## src/design/stq_pkg.sv

```systemverilog
// Shared types and constants for the sorted timer queue.
package stq_pkg;

  localparam int DL_W  = 48;
  localparam int ID_W  = 31;
  localparam int PAY_W = 32;

  localparam logic [DL_W-1:0] DL_MAX = {DL_W{1'b1}};
  localparam logic [ID_W-1:0] ID_MAX = {ID_W{1'b1}};

  // command selector carried in in_tuser
  typedef enum logic [1:0] {
    OP_ADD    = 2'd0,
    OP_CANCEL = 2'd1,
    OP_TICK   = 2'd2,
    OP_NONE   = 2'd3
  } stq_op_t;

  // result kind carried in out_tuser
  localparam logic [1:0] KIND_ADD    = 2'd0;
  localparam logic [1:0] KIND_CANCEL = 2'd1;
  localparam logic [1:0] KIND_EXPIRE = 2'd2;

  localparam logic [2:0] ST_OK        = 3'd0;
  localparam logic [2:0] ST_BAD_ID    = 3'd1;
  localparam logic [2:0] ST_BAD_IVAL  = 3'd2;
  localparam logic [2:0] ST_FULL      = 3'd3;
  localparam logic [2:0] ST_NOT_FOUND = 3'd4;

  typedef enum logic [2:0] {
    S_IDLE,
    S_ADD_CMP,
    S_ADD_INS,
    S_CAN_CMP,
    S_CAN_DEL,
    S_TICK,
    S_REPLY
  } stq_state_t;

  typedef struct packed {
    logic [DL_W-1:0]  dl;
    logic [ID_W-1:0]  id;
    logic [PAY_W-1:0] pay;
  } stq_entry_t;

  // broadcast from the sequencer to every cell
  typedef struct packed {
    logic            cmp_add;  // register deadline <= key
    logic            cmp_can;  // register id == key
    logic            ins;      // insert new entry, shift later ones up
    logic            del;      // drop first hit, shift later ones down
    logic            pop;      // drop the head, shift all down
    logic [DL_W-1:0] key_dl;
    logic [ID_W-1:0] key_id;
    logic [DL_W-1:0] now;
    stq_entry_t      new_ent;
  } stq_ctl_t;

endpackage

```

## src/design/stq_cell.sv

```systemverilog
// One queue slot: holds an entry and shifts with its neighbors.
module stq_cell (
  input  logic               clk,
  input  logic               rst_n,
  input  stq_pkg::stq_ctl_t  ctl,
  input  stq_pkg::stq_entry_t left_ent,
  input  logic               left_vld,
  input  logic               left_le,
  input  logic               left_hit,
  input  stq_pkg::stq_entry_t right_ent,
  input  logic               right_vld,
  output stq_pkg::stq_entry_t ent,
  output logic               vld,
  output logic               le,
  output logic               hit,
  output logic               expired
);

  stq_pkg::stq_entry_t ent_r, ent_nxt;
  logic vld_r, vld_nxt;
  logic le_r, match_r;

  assign hit     = left_hit | match_r;
  assign expired = vld_r & (ent_r.dl <= ctl.now);
  assign ent     = ent_r;
  assign vld     = vld_r;
  assign le      = le_r;

  always_comb begin
    ent_nxt = ent_r;
    vld_nxt = vld_r;
    if (ctl.ins && !le_r) begin
      // this entry moves up: new entry lands here if the left neighbor stays put, else the left entry shifts in
      ent_nxt = left_le ? ctl.new_ent : left_ent;
      vld_nxt = 1'b1;
      if (!left_le) vld_nxt = left_vld;
    end else if ((ctl.del && hit) || ctl.pop) begin
      ent_nxt = right_ent;
      vld_nxt = right_vld;
    end
  end

  always_ff @(posedge clk) begin
    ent_r <= ent_nxt;
    if (!rst_n) begin
      vld_r   <= 1'b0;
      le_r    <= 1'b0;
      match_r <= 1'b0;
    end else begin
      vld_r <= vld_nxt;
      if (ctl.cmp_add) le_r <= vld_r & (ent_r.dl <= ctl.key_dl);
      if (ctl.cmp_can) match_r <= vld_r & (ent_r.id == ctl.key_id);
    end
  end

endmodule

```

## config.mk

```make
export PLATFORM = sky130hd
export DESIGN_NAME = stq_cell
export DESIGN_NICKNAME = d
export VERILOG_FILES = /design/src/design/stq_pkg.sv /design/src/design/stq_cell.sv
export SDC_FILE = /design/constraint.sdc
export NUM_CORES = 1
export LEC_CHECK = 0
export BUFFER_PORTS_ARGS = -buffer_cell sky130_fd_sc_hd__buf_2
export CORE_AREA = 3 3 225 227
export CTS_CLUSTER_SIZE = 20
export DETAILED_ROUTE_END_ITERATION = 7
export DIE_AREA = 0 0 228 230
export PLACE_DENSITY = 0.46
export SYNTH_ARGS = -nofsm -noshare
export SYNTH_HDL_FRONTEND = slang
export SYNTH_SLANG_ARGS = --single-unit
```

## constraint.sdc

```tcl
create_clock -name clk -period 9 [get_ports clk]
set_input_delay 1.35 -clock clk [delete_from_list [all_inputs] [get_ports clk]]
set_output_delay 1.35 -clock clk [all_outputs]
set_load 0.02 [all_outputs]
```

==> impl_metrics.tcl <==
set metrics [dict create \
    crit_path_end_kind "output port" \
    postSynthCellCount 881 \
    dpl.cell_count 2095 \
    synth.yosys.seq_area_share_pct 40.1 \
    drc_errors 0 \
    wl_um 37400 \
    stdcell_count 2131 \
    clkSinkCount 114 \
    initial_antenna_violation_count 8 \
    layout.area.seq_sq_um 3390 \
    synth_area_leader_cell "sky130_fd_sc_hd__edfxtp_1" \
    timing.max_slew.rel_slack_pct 35.8 \
    post_dp_cell_area_sq_um 12100 \
    synth.most_common_cell "sky130_fd_sc_hd__nand2_1" \
    avgRoutedWirePerCell_um 17.5 \
    power.density_nw_per_um2 155 \
    hpwl_detailed_um 31800 \
    synthesis.nets 1448 \
    hold_viol_final 0 \
    critical_path.startpoint_type "primary input" \
    drtAntennaViolNets 0 \
    via_cell_ratio 4.01 \
    synthesis.yosys.warnings 0 \
    initial_utilization_pct 17.3 \
    combined_area_of_the_multi_input_logic_cells_sq_um 4580 \
    groute.layer.met1.usage_pct 15.7 \
    synth_cell_type_count 42 \
    grt.met3_usage_pct 4.17 \
    vias_in_the_first_global_route 9094 \
    reg2reg_depth 7 \
    slew_viol_final 0 \
    totalNegativeSetupSlack_ns 0 \
    clock-root-buffer "sky130_fd_sc_hd__clkbuf_16" \
    yosys-top-cells-area "sky130_fd_sc_hd__edfxtp_1 39%, sky130_fd_sc_hd__ha_1 14%, sky130_fd_sc_hd__mux2i_1 13%, sky130_fd_sc_hd__o21ai_1 6.9%, sky130_fd_sc_hd__nand2_1 5.9%" \
    worst-slew-pin-transition_ns 0.963 \
    detailroute.via_count 8542 \
    clock.fmax_ghz 0.196 \
    syn-mean-instance-area_sq_um 9.61 \
    worst_ir_drop_vdd_mv 0.126 \
    post_cts.repair.setup_buffers 0 \
    min_path_cells 2 \
    synth_top_area_share_pct 39.4 \
    core_area_sq_um 48800 \
    fp.dieH_um 230 \
    finalCritPeriodShare_pct 56.6 \
    synth-compound-area-share_pct 12.0 \
    clock_tree.htree_level_count 4 \
    cts_buffer_depth 2 \
    synthXorXnorAreaFrac_pct 3.21 \
    yosys.area_share.simple_pct 11.3 \
    drtPass1Iterations 5 \
    clock_tree_from_tritoncts "yes" \
    groute.usage.overall_pct 13.9 \
    critical_path_peak_fanout 3 \
    cts_made_buffers 17 \
    finalCoreUtilization_pct 26.1 \
    critical_path_class "in -> out" \
    grt_pass1_wl_um 53900 \
    cts-hold-fix-buffers 0 \
    final_setup_violation_count 0 \
    synth.mux.area_fraction_pct 13.2 \
    power.static_leakage_nw 6.59 \
    grtUsageMet2_pct 25.0 \
    syn_area_sq_um 8470 \
    final.fill_count 5332 \
    fin_skew_ns 0.0128 \
    synth_fa_ha_area_share_pct 14.2 \
    floorplan.io_pins 586 \
    globalRoute.busiestLayer "met2" \
    grt_overflow 0 \
    maxCapViolations 0 \
    fin_hold_ws_ns 0.490 \
    final_nets 2017 \
    worst_ep_arrival_time_ns 3.74 \
    synth_async_sr_flop_share_pct 0 \
    synth_edf_count 111 \
    port_buffers 585 \
    gp_congestion 0.854 \
    period_minus_slack_ns 5.09 \
    netlist_top_cells_count "132 x sky130_fd_sc_hd__nand2_1, 117 x sky130_fd_sc_hd__o21ai_1, 112 x sky130_fd_sc_hd__mux2i_1" \
    worstSkewPairLatency_ns 0.46 \
    ys_dominant_reg_cell "sky130_fd_sc_hd__edfxtp_1" \
    worstHoldPathType "reg -> reg" \
    drive_above_1_share_pct 42.7 \
    detailedRoute.firstIterationViolations 238 \
    largest_net_degree_at_the_start_of_global_routing 178 \
    timing.critical_path.required_ns 7.65 \
    die_x_um 228 \
    post_cts_resize_count 0 \
    syn2layout_area_growth_pct 50.3 \
    die-area_sq_um 52400 \
    synth.ff_latch_count 114 \
    run_status "finished, final reports clean" \
    unrepaired_setup_endpoints_after_global_routing "false" \
    combinational_family_with_the_most_area_after_synthesis "adder cells" \
    std_cell_rows 81 \
    path_clk_slew_ns 0.06 \
    layout.cell_area.non_filler_sq_um 12700 \
]
==> final cells by class <==
cell class,count,share of cell area [%]
multi-input combinational,632,36.0
sequential,114,26.6
timing repair buffer,588,23.3
tap,664,6.52
clock buffer,18,3.37
inverter,97,2.86
clock inverter,14,1.21
antenna,4,0.0786
==> report_power, final <==
group          leakage, nW  switching, mW  internal (mW)
sequential            1.19         0.0543          0.662
clock                0.278          0.281          0.409
combinational         5.12          0.323          0.240
total                 6.59          0.658           1.31
==> cell usage in the layout, fill, tap and decap left out, types with 2 or more instances in the layout <==
cell type                    netlist  routed
sky130_fd_sc_hd__buf_4             0       2
sky130_fd_sc_hd__nand4_1          18      18
sky130_fd_sc_hd__a221oi_1          2       2
sky130_fd_sc_hd__inv_1            97      97
sky130_fd_sc_hd__nor3_1            5       5
sky130_fd_sc_hd__or4_1             2       2
sky130_fd_sc_hd__xor2_1           10      10
sky130_fd_sc_hd__and3_1            4       4
sky130_fd_sc_hd__ha_1             96      96
sky130_fd_sc_hd__o211ai_1          2       2
sky130_fd_sc_hd__dfxtp_1           3       3
sky130_fd_sc_hd__clkinv_2          0       2
sky130_fd_sc_hd__and4_1            5       5
sky130_fd_sc_hd__bufinv_16         0       2
sky130_fd_sc_hd__clkinv_4          0       3
sky130_fd_sc_hd__o21ai_0           6       6
sky130_fd_sc_hd__a21o_1           13      13
sky130_fd_sc_hd__o21ai_1         117     117
sky130_fd_sc_hd__diode_2           0       4
sky130_fd_sc_hd__inv_6             0       4
sky130_fd_sc_hd__edfxtp_1        111     111
sky130_fd_sc_hd__nor2_1           10      10
sky130_fd_sc_hd__a21oi_1          35      35
sky130_fd_sc_hd__nor4_1            5       5
sky130_fd_sc_hd__mux2i_1         112     112
sky130_fd_sc_hd__nand4_2           2       2
sky130_fd_sc_hd__nand3_1          10      10
sky130_fd_sc_hd__a211oi_1          2       2
sky130_fd_sc_hd__nor2b_1           6       6
sky130_fd_sc_hd__xnor2_1          21      21
sky130_fd_sc_hd__clkinvlp_4        0       3
sky130_fd_sc_hd__nand2_1         132     132
sky130_fd_sc_hd__clkbuf_16         0      17
sky130_fd_sc_hd__a221o_1           2       2
sky130_fd_sc_hd__buf_2             2     584
==> routing by layer <==
layer / share of wire (%) / routed length, um / up-vias
met3: 6.6 / 2470 / 42
met4: 1.8 / 687 / 2
met2: 51 / 19100 / 347
li1: - / - / 4293
met1: 40 / 15100 / 3858
met5: 0.035 / 13 / -
==> final timing paths <==
kind | startpoint | to | slack, ns
worst max-delay path | ctl[156] | expired | 3.91
worst min-delay path | match_r | match_r | 0.49
worst max register to register | ent[108] | le | 6.49
worst min register to register | match_r | match_r | 0.49
==> logic make-up (layout without fill, tap and decap cells) <==
| logic type | count (synthesis) | in the layout |
|---|---|---|
| other | 0 | 4 |
| adder cells (fa/ha/maj) | 96 | 96 |
| XOR/XNOR | 31 | 31 |
| multiplexers | 112 | 112 |
| AO/OA/AOI/OAI | 187 | 187 |
| flip-flops | 114 | 114 |
| AND/OR/NAND/NOR | 206 | 206 |
| buffers and inverters | 135 | 717 |
==> state kept, by name (all words and copies together) (netlist names) <==
| signal | count |
|---|---|
| ent | 111 |
| le | 1 |
| match_r | 1 |
| vld | 1 |
==> worst max-delay path, cell delays in order <==
cell	delay [ns]
sky130_fd_sc_hd__buf_2	0.08
sky130_fd_sc_hd__inv_1	0.11
sky130_fd_sc_hd__ha_1	0.35
sky130_fd_sc_hd__nand4_2	0.17
sky130_fd_sc_hd__nor4_2	0.50
sky130_fd_sc_hd__nand3_1	0.16
sky130_fd_sc_hd__or4_1	0.58
sky130_fd_sc_hd__o221ai_1	0.18
sky130_fd_sc_hd__o21ai_1	0.10
sky130_fd_sc_hd__buf_2	0.17
==> through the flow <==
step           setup WS (ns)  total power, mW
2_1_floorplan           4.54             1.02
3_3_place_gp            3.83             1.29
3_5_place_dp            3.83             1.30
4_1_cts                 3.81             2.02
5_1_grt                 3.72             2.10
6_report                3.91             1.97
Note: power is estimated with default switching activity, not from simulation.
